**src/design/rtlpm_ram.sv**
```systemverilog
// ----------------------------------------------------------------------------
// rtlpm_ram
// Simple dual port RAM, one write port, one registered read port.
// ----------------------------------------------------------------------------
module rtlpm_ram #(
   parameter int WIDTH = 8,
   parameter int DEPTH = 16,
   parameter int AW    = (DEPTH > 1) ? $clog2(DEPTH) : 1
) (
   input  logic             clock,
   input  logic             wr_en,
   input  logic [AW-1:0]    wr_addr,
   input  logic [WIDTH-1:0] wr_data,
   input  logic             rd_en,
   input  logic [AW-1:0]    rd_addr,
   output logic [WIDTH-1:0] rd_data
);

   logic [WIDTH-1:0] mem_ff [DEPTH];
   logic [WIDTH-1:0] rd_data_ff;

   always_ff @(posedge clock) begin
      if (wr_en) begin
         mem_ff[wr_addr] <= wr_data;
      end
      if (rd_en) begin
         rd_data_ff <= mem_ff[rd_addr];
      end
   end

   assign rd_data = rd_data_ff;

endmodule

```
**config.mk**
```make
export PLATFORM = sky130hd
export DESIGN_NAME = rtlpm_ram
export DESIGN_NICKNAME = d
export VERILOG_FILES = /design/src/design/rtlpm_ram.sv
export SDC_FILE = /design/constraint.sdc
export NUM_CORES = 1
export LEC_CHECK = 0
export ABC_AREA = 1
export BUFFER_PORTS_ARGS = -buffer_cell sky130_fd_sc_hd__buf_4
export CORE_UTILIZATION = 45
export DETAILED_ROUTE_END_ITERATION = 8
export PLACE_DENSITY_LB_ADDON = 0.1
export SLEW_MARGIN = 5
export SYNTH_ARGS = -nofsm -noshare
export SYNTH_HDL_FRONTEND = slang
export SYNTH_SLANG_ARGS = --single-unit
```
**constraint.sdc**
```tcl
create_clock -name clock -period 4.5 [get_ports clock]
set_clock_uncertainty 0.2 [all_clocks]
set_input_delay 1.125 -clock clock [delete_from_list [all_inputs] [get_ports clock]]
set_output_delay 1.125 -clock clock [all_outputs]
set_load 0.02 [all_outputs]
```
==> implementation parameters, run 1 <==
Parameter                              Value

Synthesis
  Flip-flop and latch count after synthesis    136
  Top FF cell, synth    edfxtp_1
  Cell with the most instances after synthesis    nand2_1
  Net count of the mapped netlist    570
  Average cell area after synthesis    10.6 um2
  Most numerous cell types in the synthesized netlist    nand2_1, edfxtp_1, inv_1, nand3_1, nor2_1
  Top cells by area in the synthesized netlist    edfxtp_1, nand2_1, nand3_1, inv_1, buf_6
  Post-synth ARST share    0
  Number of different library cells in the post-synthesis netlist    11
  Post-synth EDFFs    ~140
  Share of Yosys cell area claimed by the top area cell type    0.698
  Post-synthesis cell count    roughly 550
  Cell area after synthesis    around 5800 um2
  Seq/Total Area, Yosys    0.698
  Synth Warn #    0
  Cell type with the highest aggregate area in the netlist    edfxtp_1

Drt
  WL per Instance    about 18 um
  Drc violations    0
  Initial DRC Count    around 300
  Final antenna-violating net count    0
  Via density per instance    between 4 and 5
  Total vias in the final route    roughly 3700
  Total routed wirelength    13300 um
  First-pass DRT Iterations    5

Floorplan
  Overall die area    13500 um2
  Height of the die    between 100 and 150 um
  Core ar.    ~13000 um2
  Top Ports    27
  Initial core utilization    0.463
  Chip width    116 um
  Total number of placement rows    around 40

STA
  Final critical-path share of the clock period    0.673
  Unrepaired setup endpoints after global routing    false
  Fin. Hold Viols    0
  Final Max Slew Viols    0
  Max-slew headroom    0.260
  Tightest Pin Transition    between 1 and 1.5 ns
  Count of final setup violators    0
  Post-route setup TNS    0 ns
  Crit path time final    approximately 3.0 ns
  Top achievable clock speed    330 MHz

Global routing
  Via count of the first global-routing pass    around 3600
  First-pass GRT wire length    20600 um
  Maximum number of pins on one net before global-route repair    66
  Gr usage total    0.219
  Remaining Overflow, GRT    0
  Antenna violations before repair    0

CTS
  Number of sinks handled by clock tree synthesis    roughly 140
  Clock-pin slew reported for the worst setup and hold paths after clock tree synthesis    0.06 ns
  CTS Root Buffer Type    clkbuf_16
  Clock tree from TritonCTS    yes
  Number of CTS-inserted buffers    17
  Clock latency on the worst-skew pair    between 0.4 and 0.5 ns
  Level count of the clock H-tree    4
  Post-CTS Setup Bufs    0
  CTS max path bufs    2
  CTS resizes    0
  Number of buffers inserted by hold repair at cts    0

Final layout
  Synth-to-Final Area Change    14.6%
  Number of filler cells placed in the layout    around 1100
  Share of layout cells above drive strength 1    0.0940
  Number of inserted diodes    0
  Layout net count    between 500 and 600
  Post-layout util    0.531

Setup path
  Crit path DAT    approximately 3 ns
  Maximum net fanout on the critical path    65
  Type of destination of the critical path    flip-flop
  Sort of element at the start of the critical path    primary input
  Register-to-register path setup slack    3.07 ns
  Data required time of the critical path    4.46 ns
  Kind of critical path    primary input to flip-flop

Power and ir drop
  Pwr Total    3040 uW
  Maximum VDD drop    between 150 and 200 uV
  Pwr Density    around 450 nW/um2
  Static leakage power    0.00284 uW

Placement
  Number of I/O port buffers    26
  Estimated wirelength of the detail-placed design    7970 um
  Placer's final routability congestion estimate    roughly 0.76

Hold path
  Kind of path behind the tightest hold check    flip-flop to flip-flop

Outcome
  Outcome    finished clean

Run
  Max capacitance violation total    0
## kinds of logic (layout without fill, tap and decap cells)
group                  count (synthesis)  count (layout)  synth area share
DFF                                  136             136             0.698
buffers and inverters                126             160            0.0939
and+or+nand+nor                      289             289             0.208
## sequential cells by signal, summed over array words and instances (netlist names)
| signal | flops |
|---|---|
| rd_data | 8 |
| mem_ff | 128 |
## worst max-delay path: stages
cell	delay, ns
buf_4	0.53
inv_2	0.62
nand2_1	0.19
nand2_1	0.07
nand2_1	0.06
nand3_1	0.11
nand3_1	0.16
nand2_1	0.07
## per-stage QoR
step | hold slack [ns] | cell area [um2] | std cells | setup WS (ns)
2_1_floorplan | 0.483 | 5850 | 551 | 2.22
3_3_place_gp | 0.525 | 6090 | 725 | 1.07
3_5_place_dp | 0.533 | 6090 | 725 | 1.05
4_1_cts | 0.551 | 6700 | 757 | 1.48
5_1_grt | 0.593 | 6700 | 757 | 1.25
6_report | 0.541 | 6700 | 757 | 1.47
## per-layer routing
metal / vias up / global-route usage / part of all wire
li1: 1823 / - / -
met1: 1755 / 0.306 / 0.47
met2: 100 / 0.338 / 0.47
met3: 12 / 0.0539 / 0.049
met4: 0 / 0.0692 / 0.012
met5: - / 0 / 0
## layout by cell type, fill, tap and decap left out
| cell type | Yosys | layout |
|---|---|---|
| nand2_1 | 173 | 173 |
| clkbuf_16 | 0 | 17 |
| clkinv_2 | 0 | 1 |
| nand3b_1 | 2 | 2 |
| clkbuf_1 | 0 | 2 |
| nor2_1 | 17 | 17 |
| buf_4 | 4 | 26 |
| nand3_1 | 97 | 97 |
| bufinv_16 | 0 | 4 |
| inv_1 | 100 | 100 |
| clkinv_4 | 0 | 2 |
| inv_6 | 0 | 1 |
| inv_2 | 2 | 2 |
| clkinvlp_4 | 0 | 2 |
| clkinv_1 | 0 | 3 |
| edfxtp_1 | 136 | 136 |
## area by class of cell
| class | instances | area [um2] | share of cell area |
|---|---|---|---|
| inverter | 102 | 383 | 0.0571 |
| sequential | 136 | 4080 | 0.609 |
| clock buffer | 19 | 433 | 0.0646 |
| clock inverter | 13 | 178 | 0.0265 |
| tap | 172 | 215 | 0.0321 |
| timing repair buffer | 26 | 195 | 0.0291 |
| multi-input combinational | 289 | 1210 | 0.181 |
## power by group
| group | switching, uW | internal [uW] |
|---|---|---|
| sequential | 8.58 | 1430 |
| combinational | 128 | 51.0 |
| clock | 502 | 923 |
| total | 638 | 2400 |
## path summary, 6_finish.rpt
kind,end,cells past startpoint,start
worst max-delay path,rd_data[3]$_DFFE_PP_,8,rd_addr[0]
worst min-delay path,rd_data[7]$_DFFE_PP_,6,mem_ff[11][7]$_DFFE_PP_
worst max register to register,rd_data[6]$_DFFE_PP_,6,mem_ff[5][6]$_DFFE_PP_
worst min register to register,rd_data[7]$_DFFE_PP_,6,mem_ff[11][7]$_DFFE_PP_
No activity file was read; power rests on OpenSTA's default activity.
==> run 2, diff against run 1 <==
clock period = 2.73 ns   (was 4.5 ns; I/O delays follow)
==> implementation parameters, run 2 (synthesized netlist as in run 1, its figures left out) <==
Parameter                              Value

Outcome
  Outcome    finished clean (unchanged)

Setup path
  Critical Path Most Common Cell    nand3_1 (was nand2_1)
  CP delay by family, top    buffers and inverters (unchanged)
  Type of destination of the critical path    flip-flop (unchanged)
  Depth of the critical timing path with buffers and inverters included    6 (was 8)
  Maximum net fanout on the critical path    33 (was 65)
  Sequence of cells on the critical path    buf_4 > inv_2 > nand3_1 > nand3_1 > nand3_1 > nand2_1 (was buf_4 > inv_2 > nand2_1 > nand2_1 > nand2_1 > nand3_1 > nand3_1 > nand2_1)
  Worst path buffer plus inverter count    2 (unchanged)
  Sort of element at the start of the critical path    primary input (unchanged)
  Data required time of the critical path    2.70 ns (was 4.46 ns)
  Crit path DAT    1.90 ns (was 2.99 ns)
  Critical Path Start    rd_addr[1] (was rd_addr[0])
  RR Startpoint    mem_ff[4][5]$_DFFE_PP_ (was mem_ff[5][6]$_DFFE_PP_)
  Count of cells along the worst register-to-register path    6 (unchanged)
  Kind of critical path    primary input to flip-flop (unchanged)
  Slowest cell delay on critical path    0.34 ns (was 0.62 ns)
  Max stage delay cell, worst path    inv_2 (unchanged)

Floorplan
  Overall die area    13500 um2 (unchanged)
  Core ar.    12600 um2 (unchanged)
  Initial core utilization    0.463 (unchanged)
  Total number of placement rows    41 (unchanged)
  Top Ports    27 (unchanged)
  Chip width    116 um (unchanged)
  Height of the die    116 um (unchanged)

Final layout
  Register with the most flip-flops    mem_ff (unchanged)
  Number of inserted diodes    0 (unchanged)
  Number of flip-flops in the largest register    128 (unchanged)
  Synth-to-Final Area Change    15.8% (was 14.6%)
  Share of layout cells above drive strength 1    0.119 (was 0.0940)
  Cell Count, Final, Fillers Out    776 (was 757)
  Finished layout cell area    6770 um2 (was 6700 um2)
  Most frequent cells in the layout    nand2_1, edfxtp_1, inv_1 (unchanged)
  Commonest non-fill, non-tap cell in the layout    nand2_1 (unchanged)
  Layout net count    610 (was 591)

STA
  Top achievable clock speed    518 MHz
  Fin. Hold Viols    0 (unchanged)
  Count of final setup violators    0 (unchanged)
  Final critical-path share of the clock period    0.707
  Post-route setup TNS    0 ns (unchanged)
  Crit path time final    between 1.5 and 2 ns
  Final Max Slew Viols    0 (unchanged)
  Tightest Pin Transition    0.738 ns (was 1.11 ns)
  Max-slew headroom    0.506 (was 0.260)
  Setup slack after layout    0.799 ns (was 1.47 ns)
  Unrepaired setup endpoints after global routing    false (unchanged)

Global routing
  Maximum number of pins on one net before global-route repair    34 (was 66)
  Remaining Overflow, GRT    0 (unchanged)
  Antenna violations before repair    0 (unchanged)
  Via count of the first global-routing pass    3644 (was 3551)
  Gr usage total    0.217 (was 0.219)
  First-pass GRT wire length    20400 um (was 20600 um)

Drt
  Routed met3 length    724 um (was 648 um)
  Met1 wire length    6110 um (was 6280 um)
  Initial DRC Count    346 (was 306)
  Drc violations    0 (unchanged)
  First-pass DRT Iterations    5 (unchanged)
  Top routing layer in use    met4 (unchanged)
  Final antenna-violating net count    0 (unchanged)
  Total routed wirelength    13400 um (was 13300 um)
  Via density per instance    4.98 (was 4.87)
  Met2 WL    6330 um (was 6200 um)
  Total vias in the final route    3868 (was 3690)
  WL per Instance    17.2 um (was 17.5 um)

CTS
  Post-CTS Setup Bufs    0 (unchanged)
  Clock latency on the worst-skew pair    0.42 ns (was 0.41 ns)
  Number of buffers inserted by hold repair at cts    0 (unchanged)
  Number of CTS-inserted buffers    17 (unchanged)
  Clock-pin slew reported for the worst setup and hold paths after clock tree synthesis    0.06 ns (about the same)
  Number of sinks handled by clock tree synthesis    136 (unchanged)
  Clock tree from TritonCTS    yes (unchanged)
  CTS max path bufs    2 (unchanged)
  CTS Root Buffer Type    clkbuf_16 (unchanged)
  Level count of the clock H-tree    4 (unchanged)
  CTS resizes    0 (unchanged)

Power and ir drop
  Maximum VDD drop    379 uV (was 199 uV)
  Static leakage power    0.00291 uW (was 0.00284 uW)
  Pwr Density    696 nW/um2 (was 454 nW/um2)
  Pwr Total    4710 uW (was 3040 uW)

Placement
  Cell area after placement    6250 um2 (was 6090 um2)
  Estimated wirelength of the detail-placed design    8480 um (was 7970 um)
  Placer's final routability congestion estimate    0.825 (was 0.757)
  Number of I/O port buffers    26 (unchanged)
  Pre-CTS setup slack    0.350 ns (was 1.05 ns)
  Placed cell count    744 (was 725)

Hold path
  Hold-critical path depth    1 (was 6)
  Kind of path behind the tightest hold check    primary input to flip-flop (was flip-flop to flip-flop)
  Min-delay src    rd_en (was mem_ff[11][7]$_DFFE_PP_)

Run
  Max capacitance violation total    0 (unchanged)
run 2: where the power goes:
group / switching, uW / internal (uW) / total [uW]
clock network: 810 / 1230 / 2040
logic: 210 / 93.1 / 304
registers: 13.2 / 2350 / 2370
total: 1030 / 3680 / 4710
run 2: final cells by class:
| class | instances | area, um2 |
|---|---|---|
| Clock inverter | 11 | 82.6 |
| Timing Repair Buffer | 45 | 350 |
| Multi-Input combinational cell | 289 | 1210 |
| Tap cell | 172 | 215 |
| Clock buffer | 21 | 440 |
| Inverter | 102 | 383 |
| Sequential cell | 136 | 4080 |
| Fill cell | 1132 | 5850 |
run 2: path summary, 6_finish.rpt:
path                                             end  slack [ns]
worst min register to register  rd_data[6]$_DFFE_PP_        0.54
worst max register to register  rd_data[5]$_DFFE_PP_        1.36
worst min-delay path            rd_data[5]$_DFFE_PP_        0.37
worst max-delay path            rd_data[4]$_DFFE_PP_        0.80
run 2: layer usage:
| metal | vias up | global-route usage |
|---|---|---|
| met5 | - | 0 |
| met4 | 0 | 0.0812 |
| met3 | 16 | 0.0450 |
| met2 | 124 | 0.348 |
| met1 | 1868 | 0.293 |
| li1 | 1860 | - |
run 2: through the flow:
step,hold slack [ns],util
detailed placement,0.543,0.495
global placement,0.534,0.495
finish,0.370,0.536
global route,0.358,0.536
CTS,0.352,0.536
floorplan,0.483,-
run 2: worst reg2reg max path: cells and delay by family, from the launching register on:
kind                   cells  cell delay (ns)
buffers and inverters      1             0.06
DFF                        1             0.38
and+or+nand+nor            5             0.49
==> run 3, diff against run 2 <==
clock period = 1.8 ns   (was 2.73 ns; I/O delays follow)
==> implementation parameters, run 3 (synthesized netlist as in run 1, its figures left out) <==
Parameter                              Value

CTS
  Number of buffers inserted by hold repair at cts    0 (unchanged)
  CTS max path bufs    2 (unchanged)
  Level count of the clock H-tree    4 (unchanged)
  Clock-pin slew reported for the worst setup and hold paths after clock tree synthesis    0.06 ns (about the same)
  Post-CTS Setup Bufs    0 (unchanged)
  CTS Root Buffer Type    clkbuf_16 (unchanged)
  Number of sinks handled by clock tree synthesis    136 (unchanged)
  Clock latency on the worst-skew pair    0.42 ns (about the same)
  CTS resizes    0 (unchanged)
  Number of CTS-inserted buffers    17 (unchanged)
  Clock tree from TritonCTS    yes (unchanged)

Global routing
  Antenna violations before repair    0 (unchanged)
  Gr usage total    0.223 (was 0.217)
  Remaining Overflow, GRT    0 (unchanged)
  Via count of the first global-routing pass    3796 (was 3644)
  First-pass GRT wire length    21000 um (was 20400 um)
  Maximum number of pins on one net before global-route repair    65 (was 34)

Final layout
  Cell Count, Final, Fillers Out    780 (was 776)
  Synth-to-Final Area Change    18.8% (was 15.8%)
  Commonest non-fill, non-tap cell in the layout    nand2_1 (unchanged)
  Number of flip-flops in the largest register    128 (unchanged)
  Layout net count    614 (was 610)
  Number of filler cells placed in the layout    1112 (was 1132)
  Register with the most flip-flops    mem_ff (unchanged)
  Most frequent cells in the layout    nand2_1, edfxtp_1, inv_1 (unchanged)
  Share of layout cells above drive strength 1    0.127 (was 0.119)
  Number of inserted diodes    0 (unchanged)
  Post-layout util    0.550 (was 0.536)

Power and ir drop
  Pwr Density    1110 nW/um2 (was 696 nW/um2)
  Internal Pwr Total    6160 uW (was 3680 uW)
  Sw Ratio    0.202 (was 0.219)
  Proportion of power drawn by the clock network    0.472 (was 0.433)
  Maximum VDD drop    704 uV (was 379 uV)
  Static leakage power    0.00300 uW (was 0.00291 uW)
  Part of the total power dissipated in combinational logic    0.063 (was 0.064)
  Total net switching power    1560 uW (was 1030 uW)
  Proportion of power drawn by flip-flops and latches    0.465 (was 0.502)

Setup path
  Crit path DAT    1.02 ns (was 1.90 ns)
  Sequence of cells on the critical path    buf_4 (was buf_4 > inv_2 > nand3_1 > nand3_1 > nand3_1 > nand2_1)
  Register-to-register path setup slack    0.39 ns (was 1.36 ns)
  Data required time of the critical path    1.15 ns (was 2.70 ns)
  Max stage delay cell, worst path    edfxtp_1 (was inv_2)
  Sort of element at the start of the critical path    flip-flop (was primary input)
  CP delay by family, top    flip-flops (was buffers and inverters)
  Type of destination of the critical path    output port (was flip-flop)
  Kind of critical path    flip-flop to output port (was primary input to flip-flop)
  Slowest cell delay on critical path    0.42 ns (was 0.34 ns)
  Worst path buffer plus inverter count    1 (was 2)
  Maximum net fanout on the critical path    1 (was 33)

Hold path
  Kind of path behind the tightest hold check    primary input to flip-flop (unchanged)

Floorplan
  Overall die area    13500 um2 (unchanged)
  Height of the die    116 um (unchanged)
  Total number of placement rows    41 (unchanged)
  Core ar.    12600 um2 (unchanged)
  Chip width    116 um (unchanged)
  Top Ports    27 (unchanged)
  Initial core utilization    0.463 (unchanged)

STA
  Max-slew headroom    0.580 (was 0.506)
  Crit path time final    between 1.5 and 2 ns
  Final critical-path share of the clock period    0.930
  Worst Hold Slack    0.149 ns (was 0.370 ns)
  Top achievable clock speed    roughly 600 MHz
  Unrepaired setup endpoints after global routing    false (unchanged)
  Count of final setup violators    0 (unchanged)
  Post-route setup TNS    0 ns (unchanged)
  Fin. Hold Viols    0 (unchanged)
  Final Max Slew Viols    0 (unchanged)
  Tightest Pin Transition    0.629 ns (was 0.738 ns)

Drt
  Via density per instance    4.84 (was 4.98)
  Total vias in the final route    3774 (was 3868)
  WL per Instance    17.0 um (was 17.2 um)
  Drc violations    0 (unchanged)
  Initial DRC Count    276 (was 346)
  Final antenna-violating net count    0 (unchanged)
  Total routed wirelength    13300 um (was 13400 um)
  First-pass DRT Iterations    5 (unchanged)

Outcome
  Outcome    finished clean (unchanged)

Run
  Max capacitance violation total    0 (unchanged)

Placement
  Placer's final routability congestion estimate    0.792 (was 0.825)
  Placed cell count    748 (was 744)
  Number of I/O port buffers    26 (unchanged)
  Estimated wirelength of the detail-placed design    8190 um (was 8480 um)
## run 3: changes by cell type in the layout (fill, tap and decap cells not counted)
cell / change
buf_12: +4
clkinv_1: -1
bufinv_16: +4
clkinv_4: -1
clkinvlp_4: -1
clkinv_2: -1
## run 3: final timing paths
| path | from | end | cells after the start |
|---|---|---|---|
| worst max register to register | mem_ff[7][5]$_DFFE_PP_ | rd_data[5]$_DFFE_PP_ | 6 |
| worst min-delay path | rd_en | rd_data[0]$_DFFE_PP_ | 1 |
| worst min register to register | mem_ff[10][0]$_DFFE_PP_ | rd_data[0]$_DFFE_PP_ | 6 |
| worst max-delay path | rd_data[6]$_DFFE_PP_ | rd_data[6] | 1 |
## run 3: worst reg2reg max path: stages (launching register included)
cell and delay (ns):
edfxtp_1 0.37, inv_1 0.07, nand2_1 0.06, nand3_1 0.10, nand3_1 0.10, nand3_1 0.18, nand2_1 0.08
## run 3: per-stage QoR
stage	total power [uW]	area [um2]	setup slack, ns
6_report	7720	6940	0.126
5_1_grt	7970	6940	0.0836
4_1_cts	7790	6940	0.0822
3_5_place_dp	4140	6330	-0.150
3_3_place_gp	4140	6330	-0.141
2_1_floorplan	3920	5850	0.199
## run 3: metal layers
layer	global-route usage	vias to the layer above	wire length (um)
met5	0	-	0
met4	0.101	0	244
met3	0.0455	21	596
met2	0.357	107	6370
met1	0.293	1775	6070
li1	-	1871	-
## run 3: power by group through the flow
stage | clock (uW) | sequential (uW) | combinational [uW]
6_report | 3650 | 3590 | 483
5_1_grt | 3840 | 3590 | 538
4_1_cts | 3710 | 3590 | 491
3_5_place_dp | 0 | 3660 | 489
3_3_place_gp | 0 | 3650 | 484
2_1_floorplan | 0 | 3670 | 250
## run 3: cell type report
| class | count | area, um2 | area share |
|---|---|---|---|
| tap | 172 | 215 | 0.0310 |
| clock inverter | 11 | 178 | 0.0256 |
| timing repair buffer | 49 | 430 | 0.0620 |
| inverter | 102 | 383 | 0.0551 |
| clock buffer | 21 | 440 | 0.0634 |
| sequential | 136 | 4080 | 0.588 |
| multi-input combinational | 289 | 1210 | 0.175 |
