<file path="src/design/rtlpm_pkg.sv">
// ----------------------------------------------------------------------------
// rtlpm_pkg
// Shared types, codes and defaults of the IPv4 longest prefix match table.
// ----------------------------------------------------------------------------
package rtlpm_pkg;

   localparam int TABLE_SLOTS_DEF       = 4;
   localparam int ENTRIES_PER_TABLE_DEF = 64;

   typedef enum logic [2:0] {
      OP_ADD       = 3'd0,
      OP_DELETE    = 3'd1,
      OP_LOOKUP    = 3'd2,
      OP_FLUSH_TBL = 3'd3,
      OP_FLUSH_ALL = 3'd4
   } op_type;

   typedef enum logic [2:0] {
      ST_OK         = 3'd0,
      ST_TABLE_FULL = 3'd1,
      ST_NO_SLOT    = 3'd2,
      ST_NOT_FOUND  = 3'd3,
      ST_NO_ROUTE   = 3'd4
   } status_type;

   typedef enum logic [2:0] {
      S_IDLE,
      S_EXEC,
      S_ADD_SCAN,
      S_SCAN,
      S_DRAIN,
      S_FINISH
   } state_type;

   typedef struct packed {
      logic [2:0]  req_type;
      logic [7:0]  route_table;
      logic [31:0] dest_addr;
      logic [31:0] prefix_mask;
      logic [31:0] gateway;
      logic [7:0]  iface_index;
      logic [15:0] route_metric;
   } req_payload_type;

   typedef struct packed {
      logic [2:0]  status;
      logic [31:0] hop_addr;
      logic [7:0]  out_iface;
      logic [5:0]  matched_prefix;
   } rsp_payload_type;

   typedef struct packed {
      logic [31:0] dest;
      logic [31:0] mask;
      logic [31:0] gateway;
      logic [7:0]  iface;
      logic [15:0] metric;
      logic [31:0] order;
   } route_entry_type;

   typedef struct packed {
      logic        found;
      logic        same_slot;
      logic [5:0]  len;
      logic [15:0] metric;
      logic [31:0] order;
   } cmp_best_type;

   typedef struct packed {
      logic       hit;
      logic       better;
      logic [5:0] len;
   } cmp_out_type;

endpackage

</file>
<file path="src/design/rtlpm_cmp.sv">
// ----------------------------------------------------------------------------
// rtlpm_cmp
// Route match and preference compare for one stored entry.
// ----------------------------------------------------------------------------
module rtlpm_cmp (
   input  rtlpm_pkg::route_entry_type entry,
   input  logic                       is_lookup,
   input  logic [31:0]                key_addr,
   input  logic [31:0]                key_mask,
   input  rtlpm_pkg::cmp_best_type    best,
   output rtlpm_pkg::cmp_out_type     result
);
   import rtlpm_pkg::*;

   logic [5:0] len;
   logic       hit;
   logic       pref;

   always_comb begin
      len = 6'($countones(entry.mask));
      if (is_lookup) begin
         hit = (key_addr & entry.mask) == entry.dest;
      end else begin
         hit = (entry.dest == (key_addr & key_mask)) && (entry.mask == key_mask);
      end
      pref = (entry.metric < best.metric) ||
             ((entry.metric == best.metric) && (entry.order < best.order));
      result.hit = hit;
      result.len = len;
      if (is_lookup) begin
         result.better = !best.found || (len > best.len) ||
                         ((len == best.len) && best.same_slot && pref);
      end else begin
         result.better = !best.found || pref;
      end
   end

endmodule

</file>
<file path="config.mk">
export PLATFORM = sky130hd
export DESIGN_NAME = rtlpm_cmp
export DESIGN_NICKNAME = d
export VERILOG_FILES = /design/src/design/rtlpm_pkg.sv /design/src/design/rtlpm_cmp.sv
export SDC_FILE = /design/constraint.sdc
export NUM_CORES = 1
export LEC_CHECK = 0
export BUFFER_PORTS_ARGS = -buffer_cell sky130_fd_sc_hd__buf_4
export CORE_ASPECT_RATIO = 1.1
export CORE_MARGIN = 2
export CORE_UTILIZATION = 29
export DETAILED_ROUTE_END_ITERATION = 16
export PLACE_DENSITY = 0.73
export SLEW_MARGIN = 10
export SYNTH_ARGS = -nofsm -noshare
export SYNTH_HDL_FRONTEND = slang
export SYNTH_SLANG_ARGS = --single-unit
export TNS_END_PERCENT = 50
</file>
<file path="constraint.sdc">
create_clock -name vclk -period 7.6
set_clock_uncertainty 0.15 [all_clocks]
set_input_delay 0.76 -clock vclk [all_inputs]
set_output_delay 0.76 -clock vclk [all_outputs]
set_load 0.01 [all_outputs]
</file>
==> metrics.md, run 1 <==
| Metric | Value |
|---|---|
| DP HPWL | `between 10000 and 15000 microns` |
| Achievable frequency | `0.137 GHz` |
| Placer Congestion | `~0.9` |
| PD cells | `221 nW/um^2` |
| Post-route DRC | `0` |
| Depth of the worst hold-timing path | `4` |
| Seq cells | `0` |
| Final hold slack | `1760 ps` |
| Total power | `1.21 mW` |
| Max-slew violation count | `0` |
| Pleak | `2.93 nW` |
| Netlist Area Pre-Place | `3440 sq um` |
| Final setup fails | `0` |
| Yosys cell types | `36` |
| Pre-CTS setup slack | `77.3 ps` |
| WHS Endpoint | `result[6]` |
| Die span in x | `108 microns` |
| CLK BUF | `0` |
| Die Ht | `around 120 microns` |
| # hold bufs at CTS | `0` |
| Via density | `4.68` |
| Iter 0 DRT Violations | `190` |
| Status | `complete, no violations` |
| Core ar. | `11500 sq um` |
| Synth Warn # | `0` |
| CP arrival | `6410 ps` |
| Sequential element share of the synthesized area | `0%` |
| Mapped Nets | `828` |
| Area growth syn-to-layout | `58.4%` |
| Slew @ Worst Pin | `626 ps` |
| Seq pwr share | `0%` |
| Cells after synthesis | `between 400 and 500` |
| Setup TNS | `0 ps` |
| Worst hold path class | `input port to output port` |
| Post-route minimum period | `7320 ps` |
| Worst Hold Launch | `best[55]` |
| Critical Path RT | `approximately 6700 ps` |
| Largest vdd supply drop | `0.179 mV` |
| Switching power | `between 600 and 700 uW` |
| Gate power share | `100.0%` |
| Routed WL | `12100 microns` |
| Initial Util | `29.8%` |
| Clock Power Share | `0%` |
| Storage cell area | `0 sq um` |
| Number of global-route vias before repair | `4081` |
| Layout cell share with drive strength beyond 1 | `35.2%` |
| # rows | `41` |
| Final routed wire length divided by cell count | `about 14 microns` |
| Total track usage | `18.4%` |
| Fin. Hold Viols | `0` |
| Ports | `281` |
| Fin nets | `1072` |
| Die ar. | `12800 sq um` |
| Endpoint class of the critical path | `output port` |
| Critical Path Fanout Max | `3` |
| Initial antenna violation count | `0` |
| DRT Pass-1 Iters | `4` |
| Avg Cell Area, Syn | `7.31 sq um` |
| Maxcap violations | `0` |
| Via count | `4040` |
| Port Buf Inserts | `241` |
| First-pass GRT wire length | `19000 microns` |
| P_int | `600 uW` |
| Final period util | `a little over nine tenths` |
| Total gr overflow | `0` |
| Antenna diodes | `0` |
| Final worst setup slack | `approximately 280 ps` |
| Pin count of the biggest net entering global routing | `5` |
| RSZ-0062 raised after global routing | `no` |
| CP Class | `input port to output port` |
| Post-DRT Antenna Nets | `0` |
| Slew margin rel. | `57.2%` |
| Critical Path Source Type | `input port` |
| Switching Share | `50.3%` |
## power groups by stage
| stage | clock (mW) | combinational [mW] | sequential (mW) |
|---|---|---|---|
| global route | 0 | 1.38 | 0 |
| floorplan | 0 | 0.731 | 0 |
| detailed placement | 0 | 1.20 | 0 |
| CTS | 0 | 1.20 | 0 |
| global placement | 0 | 1.18 | 0 |
| finish | 0 | 1.21 | 0 |
## critical path: stages
cell and delay (ps):
buf_4 100, inv_1 50, fa_1 540, inv_1 50, fa_1 460, fa_1 560
fa_1 440, fa_1 520, inv_1 50, fa_1 480, inv_1 50, ha_1 200
fa_2 350, a21o_1 180, a21oi_1 160, xnor2_1 120, ha_1 310, nand4_1 140
o21ai_2 190, nand3b_1 90, o311a_1 370, o41ai_2 50, buf_4 180
## synth_stat cells (2+ instances only)
cell	n	share of area, %
nand3_1	9	1.3
nor4_2	2	0.73
a21o_1	6	1.3
nor3_1	4	0.58
nor2b_1	4	0.73
xor2_1	43	11
and3_1	2	0.36
o21ai_0	16	2.3
a2111oi_0	2	0.51
a21oi_1	25	3.6
nand2_1	75	8.2
nor4_1	7	1.3
a211oi_1	5	1.1
a31oi_1	2	0.36
ha_1	60	22
o211ai_1	3	0.65
inv_1	94	10
xnor2_1	45	11
fa_1	24	14
nand4_1	21	3.8
o221ai_1	2	0.51
nor2_1	6	0.65
## worst max-delay path by stage
stage | start | endpoint | slack [ps] | cells after the start
global route | entry[93] | result[6] | 6 | 23
global placement | entry[93] | result[6] | 130 | 23
detailed placement | entry[93] | result[6] | 80 | 23
CTS | entry[93] | result[6] | 50 | 23
floorplan | entry[93] | result[6] | 630 | 21
finish | entry[93] | result[6] | 280 | 23
## logic make-up after synthesis
family,synth area share [%]
adder cells (fa/ha/maj),35.7
XOR/XNOR,22.4
buffers and inverters,10.5
AND/OR/NAND/NOR,18.5
AO/OA/AOI/OAI,12.9
## layout make-up
type | count | area, sq um
fillers | 1195 | 6090
inverters | 94 | 353
multi-input cells | 376 | 3090
well taps | 150 | 188
repair buffers | 243 | 1820
## metrics by stage
stage / utilization (%) / cell area, sq um / std cells
after global placement: 47.1 / 5430 / 861
final: 47.3 / 5460 / 863
after floorplan: - / 3440 / 471
after CTS: 47.1 / 5430 / 861
after global routing: 47.3 / 5460 / 863
after detailed placement: 47.1 / 5430 / 861
## per-layer routing
metal / track usage, % / vias to the layer above / part of all wire (%) / wire length [microns]
met3: 2.59 / 20 / 7.0 / 847
met4: 3.21 / 0 / 2.2 / 261
met1: 22.4 / 1827 / 39 / 4710
met5: 0 / - / 0 / 0
li1: - / 2041 / - / -
met2: 34.3 / 152 / 52 / 6320
## layout by cell type, fill, tap and decap left out, types with 4 or more instances in the layout
cell type,instances
a21o_1,6
a211oi_1,5
nor2b_1,4
nand4_1,21
nand2_1,75
a21oi_1,25
nand3_1,9
o21ai_0,15
fa_1,23
buf_4,243
nor3_1,4
nor2_1,6
xnor2_1,45
nor4_1,7
ha_1,60
xor2_1,43
inv_1,94
## timing repair
item / CTS / global route
gates resized for setup: 0 / 3
setup endpoints to repair: 0 / 1
buffers inserted: 0 / 2
No activity file was read; power rests on OpenSTA's default activity.
==> run 2: changes to the inputs <==
Settings changed: CORE_AREA set to 2 2 108 110, CORE_ASPECT_RATIO 1.1 to not set, CORE_MARGIN 2 to not set, CORE_UTILIZATION 29 to not set, DIE_AREA set to 0 0 110 112, PLACE_DENSITY 0.73 to 0.76.
==> run 2 against run 1 <==
  * Combinational power about the same
  * Design area down 0.30%
  * Critical path depth unchanged
  * Die area down 3.5%
  * Sequential share of layout area unchanged
  * First-iteration DRC count up 8.9%
  * Via count down 3.0%
  * Core utilization up 1.4 points
  * Critical path type unchanged
  * Largest power group unchanged
==> metrics.md, run 2 (synthesis gave the netlist of run 1 again) <==
| Metric | Value |
|---|---|
| Slew margin rel. | `59.4% (+2.2 points)` |
| Post-route minimum period | `7290 ps (-27.3 ps)` |
| Pin count of the biggest net entering global routing | `5 (unchanged)` |
| Die Ht | `112 microns (-5.3%)` |
| CP cell instances | `buf_4 -> inv_1 -> fa_1 -> inv_1 -> fa_1 -> fa_1 -> fa_1 -> fa_1 -> inv_1 -> fa_1 -> inv_1 -> ha_1 -> fa_2 -> a21o_1 -> a21oi_2 -> xnor2_1 -> ha_1 -> nand4_1 -> o21ai_2 -> nand3b_1 -> o311a_1 -> o41ai_2 -> buf_4` |
| Setup TNS | `0 ps (unchanged)` |
| Clock Power Share | `0% (unchanged)` |
| Post-route DRC | `0 (unchanged)` |
| Area growth syn-to-layout | `57.9%` |
| Final period util | `95.9% (-0.36 points)` |
| Via density | `4.59 (-2.0%)` |
| Via count | `3919 (-3.0%)` |
| Multi-input gate area | `3100 sq um (+0.24%)` |
| Maxcap violations | `0 (unchanged)` |
| RSZ-0062 raised after global routing | `no` |
| Design area | `5440 sq um (-0.30%)` |
| Routed WL | `12200 microns (+0.36%)` |
| P_int | `591 uW (-1.5%)` |
| Switching Share | `51.2% (+0.92 points)` |
| First-pass GRT wire length | `18900 microns (-0.15%)` |
| Layout cell share with drive strength beyond 1 | `35.3% (+0.099 points)` |
| Final routed wire length divided by cell count | `14.3 microns (+1.4%)` |
| # rows | `39 (-4.9%)` |
| Status | `complete, no violations` |
| Die ar. | `12300 sq um (-3.5%)` |
| Fin. Hold Viols | `0 (unchanged)` |
| Seq pwr share | `0% (unchanged)` |
| Most common cell after layout, fill and taps aside | `buf_4` |
| Switching power | `620 uW (+2.2%)` |
| Initial antenna violation count | `0 (unchanged)` |
| Pleak | `2.93 nW (-0.30%)` |
| Total track usage | `19.5% (+1.0 points)` |
| Cell Area, Placed | `5430 sq um (-0.16%)` |
| Critical Path Fanout Max | `3 (unchanged)` |
| Iter 0 DRT Violations | `207 (+8.9%)` |
| Final setup fails | `0 (unchanged)` |
| Worst hold path class | `input port to output port` |
| CLK BUF | `0 (unchanged)` |
| Port Buf Inserts | `241 (unchanged)` |
| Gate power share | `100.0% (about the same)` |
| Fin nets | `1070 (-0.19%)` |
| Seq cells | `0 (unchanged)` |
| Total power | `1.21 mW (+0.35%)` |
| CP Class | `input port to output port` |
| Slowest cell delay on critical path | `540 ps (-20 ps)` |
| Endpoint class of the critical path | `output port` |
| CP arrival | `6380 ps (-30 ps)` |
| Achievable frequency | `0.137 GHz (+0.37%)` |
| Core ar. | `11200 sq um (-3.2%)` |
| Initial Util | `30.8% (+0.98 points)` |
| Final core occ | `48.7% (+1.4 points)` |
| DP HPWL | `11600 microns (about the same)` |
| Most frequent CP cell | `fa_1` |
| Commonest non-fill, non-tap cells in the layout | `buf_4, inv_1, nand2_1` |
| Critical Path RT | `6690 ps (about the same)` |
| Antenna diodes | `0 (unchanged)` |
| Slowest cell on the critical path | `fa_1` |
| PD cells | `223 nW/um^2 (+0.65%)` |
| Post-DRT Antenna Nets | `0 (unchanged)` |
| Number of global-route vias before repair | `3947 (-3.3%)` |
| DRT Pass-1 Iters | `4 (unchanged)` |
| Slew @ Worst Pin | `594 ps (-32.0 ps)` |
| # fillers | `1113 (-6.9%)` |
| Die span in x | `110 microns (+1.9%)` |
| Storage cell area | `0 sq um (unchanged)` |
| Largest vdd supply drop | `0.623 mV (+250%)` |
| Ports | `281 (unchanged)` |
| Max-slew violation count | `0 (unchanged)` |
| Total gr overflow | `0 (unchanged)` |
| Critical Path Source Type | `input port` |
| Placer Congestion | `0.956 (+6.0%)` |
-- run 2: changes by cell type in the layout (fill, tap and decap cells not counted), sizes merged --
| cell | delta |
|---|---|
| buf | -2 |
-- run 2: per-layer routing --
metal	part of all wire, %	global-route usage [%]	up-vias	routed length, microns
li1	-	-	2043	-
met1	43	27.0	1738	5290
met2	48	33.2	122	5900
met5	0	0	-	0
met3	6.3	1.87	16	766
met4	1.8	2.87	0	216
-- run 2: final timing paths --
path | from | to | slack (ps) | depth (start not counted)
max | entry[93] | result[6] | 310 | 23
min | entry[90] | result[0] | 1770 | 3
-- run 2: repair_timing --
action | 4_1_cts | 5_1_grt
setup endpoints to repair | 0 | 1
buffers inserted | 0 | 0
gates resized for setup | 0 | 5
hold buffers | 0 | 0
-- run 2: worst max-delay path: cells and delay by family --
family,cells,cell delay [ps]
xor+xnor,1,100
buf+inv,6,490
compound gates,5,980
simple gates,2,250
fa+ha+maj,9,3810
-- run 2: layout make-up --
cell class / instances / area share, %
timing repair buffer: 241 / 33.3
inverter: 94 / 6.49
multi-input combinational: 376 / 57.0
tap: 143 / 3.29
-- run 2: power by group through the flow --
stage | clock network, mW | registers, mW | logic [mW]
after floorplan | 0 | 0 | 0.731
after global placement | 0 | 0 | 1.17
after detailed placement | 0 | 0 | 1.18
after CTS | 0 | 0 | 1.20
after global routing | 0 | 0 | 1.40
final | 0 | 0 | 1.21
-- run 2: stage by stage --
| step | hold slack [ps] | worst slack [ps] | instances |
|---|---|---|---|
| after global placement | 1770 | 120 | 854 |
| after CTS | 1770 | 24.1 | 854 |
| after floorplan | 1520 | 633 | 471 |
| after detailed placement | 1770 | 52.1 | 854 |
| after global routing | 1790 | 19.6 | 854 |
| final | 1770 | 309 | 854 |
==> run 3: changes to the inputs <==
--- a/config.mk
+++ b/config.mk
@@ -11,3 +11,3 @@
 export DIE_AREA = 0 0 110 112
-export PLACE_DENSITY = 0.76
+export PLACE_DENSITY = 0.79
 export SLEW_MARGIN = 10
==> constraint.sdc (replaced) <==
create_clock -name vclk -period 6
set_clock_uncertainty 0.15 [all_clocks]
set_input_delay 0.9 -clock vclk [all_inputs]
set_output_delay 0.9 -clock vclk [all_outputs]
set_load 0.01 [all_outputs]
==> run 3 against run 2 <==
  * The flow now finishes with violations (setup timing)
  * Global-route usage up 2.0 points
  * Routed wire length up 11%
  * Design area up 9.0%
  * Sequential share of layout area unchanged
  * Final cell count up 5.5%
  * Worst hold slack better by 290 ps
  * Via count up 5.6%
  * Die area unchanged
  * Core utilization up 4.4 points
  * Highest routed layer unchanged
==> metrics.md, run 3 (synthesis gave the netlist of run 1 again) <==
| Metric | Value |
|---|---|
| Max Used Layer | `met4` |
| Critical Path Fanout Max | `2 (-1)` |
| Die span in x | `110 microns (unchanged)` |
| Final core occ | `53.0% (+4.4 points)` |
| Commonest non-fill, non-tap cells in the layout | `buf_4, inv_1, nand2_1` |
| Total gr overflow | `0 (unchanged)` |
| Final setup fails | `6 (+6)` |
| Port Buf Inserts | `241 (unchanged)` |
| Number of global-route vias before repair | `4206 (+6.6%)` |
| Max-slew violation count | `0 (unchanged)` |
| Initial antenna violation count | `0 (unchanged)` |
| Post-DRT Antenna Nets | `0 (unchanged)` |
| CP arrival | `6310 ps (-70 ps)` |
| Routed WL | `13600 microns (+11%)` |
| Pleak | `3.18 nW (+8.8%)` |
| Achievable frequency | `~0.14 GHz` |
| Maxcap violations | `0 (unchanged)` |
| Storage cell area | `0 sq um (unchanged)` |
| Post-route minimum period | `~7400 ps` |
| Worst Hold Launch | `best[55]` |
| Ports | `281 (unchanged)` |
| Depth of the worst hold-timing path | `4 (+1)` |
| Final period util | `123%` |
| PD cells | `512 nW/um^2 (+130%)` |
| Pin count of the biggest net entering global routing | `5 (unchanged)` |
| First-pass GRT wire length | `20500 microns (+8.3%)` |
| Die Ht | `112 microns (unchanged)` |
| RSZ-0062 raised after global routing | `yes` |
| Cell Area, Placed | `5700 sq um (+5.1%)` |
| Met3 wire length | `651 microns (-15%)` |
| Slew margin rel. | `47.5% (-12 points)` |
| Total track usage | `21.4% (+2.0 points)` |
| Status | `complete, but fails checks` |
| Layout cell share with drive strength beyond 1 | `41.2% (+5.9 points)` |
| Core ar. | `11200 sq um (unchanged)` |
| WHS Endpoint | `result[6]` |
| Slew @ Worst Pin | `768 ps (+174 ps)` |
| # rows | `39 (unchanged)` |
| Met2 routed WL | `6710 microns (+14%)` |
| Worst hold path class | `input port to output port` |
| Via density | `4.59 (+0.10%)` |
| Final routed wire length divided by cell count | `15.0 microns (+5.5%)` |
| Critical Path RT | `4950 ps (-1740 ps)` |
| Die ar. | `12300 sq um (unchanged)` |
| Design area | `5930 sq um (+9.0%)` |
| Placer Congestion | `0.987 (+3.1%)` |
| Largest vdd supply drop | `1.10 mV (+76%)` |
| DRT Pass-1 Iters | `4 (unchanged)` |
| CP Class | `input port to output port` |
| DP HPWL | `12800 microns (+10%)` |
| CLK BUF | `0 (unchanged)` |
| Area growth syn-to-layout | `72.1%` |
| # fillers | `1099 (-1.3%)` |
| Endpoint class of the critical path | `output port` |
| Final worst setup slack | `-1360 ps (-1670 ps)` |
| Failing checks | `setup timing` |
| Critical Path Source Type | `input port` |
| Fin nets | `1117 (+4.4%)` |
| Most common cell after layout, fill and taps aside | `buf_4` |
| Routed metal-1 wirelength | `5900 microns (+12%)` |
| Initial Util | `30.8% (unchanged)` |
| Fin. Hold Viols | `0 (unchanged)` |
| Seq cells | `0 (unchanged)` |
| Iter 0 DRT Violations | `157 (-24%)` |
| Final hold slack | `2050 ps (+286 ps)` |
| Via count | `4139 (+5.6%)` |
| Post-route DRC | `0 (unchanged)` |
| Antenna diodes | `0 (unchanged)` |
| Pre-CTS setup slack | `-1640 ps (-1690 ps)` |
run 3: power by group:
group | internal, mW | switching, mW | total (mW)
sequential | 0 | 0 | 0
clock | 0 | 0 | 0
combinational | 1.88 | 1.16 | 3.03
total | 1.88 | 1.16 | 3.03
run 3: metal layers:
metal	vias up	track usage [%]
met1	1880	28.6
met3	24	2.17
met5	-	0
met2	105	37.3
met4	0	3.80
li1	2130	-
run 3: worst max-delay path, cell delays in order:
cell,delay (ps)
buf_4,120
fa_1,500
fa_1,560
fa_1,440
fa_1,480
fa_1,510
inv_2,40
fa_1,520
inv_2,50
ha_4,160
fa_2,360
a21o_1,170
a21oi_2,160
xnor2_2,100
ha_1,300
nand4_1,130
o21ai_2,170
nand3b_1,90
o311a_1,310
o41ai_2,60
buf_4,180
run 3: worst max-delay path by stage:
stage,start,endpoint,slack [ps],cells after the start
after floorplan,entry[93],result[6],-1100,21
after global placement,entry[93],result[6],-1500,23
after detailed placement,entry[93],result[6],-1640,23
after CTS,entry[97],result[6],-1480,24
after global routing,entry[97],result[6],-1570,24
final,entry[105],result[6],-1360,21
run 3: metrics by stage:
stage | cells | setup TNS, ps | power (mW)
2_1_floorplan | 471 | -1150 | 0.968
3_3_place_gp | 889 | -3330 | 1.82
3_5_place_dp | 889 | -3740 | 1.87
4_1_cts | 901 | -4070 | 2.99
5_1_grt | 901 | -4610 | 3.33
6_report | 901 | -3690 | 3.03
run 3: area by class of cell:
cell class	instances	area, sq um	share of cell area [%]
Multi-Input combinational cell	376	3160	53.2
Timing Repair Buffer	288	2240	37.7
Inverter	94	355	6.00
Tap cell	143	179	3.02
run 3: repair_timing:
action,CTS,global route
buffers inserted,12,0
pin swaps,22,10
setup endpoints to repair,6,6
gates resized for setup,31,7
hold buffers,0,0
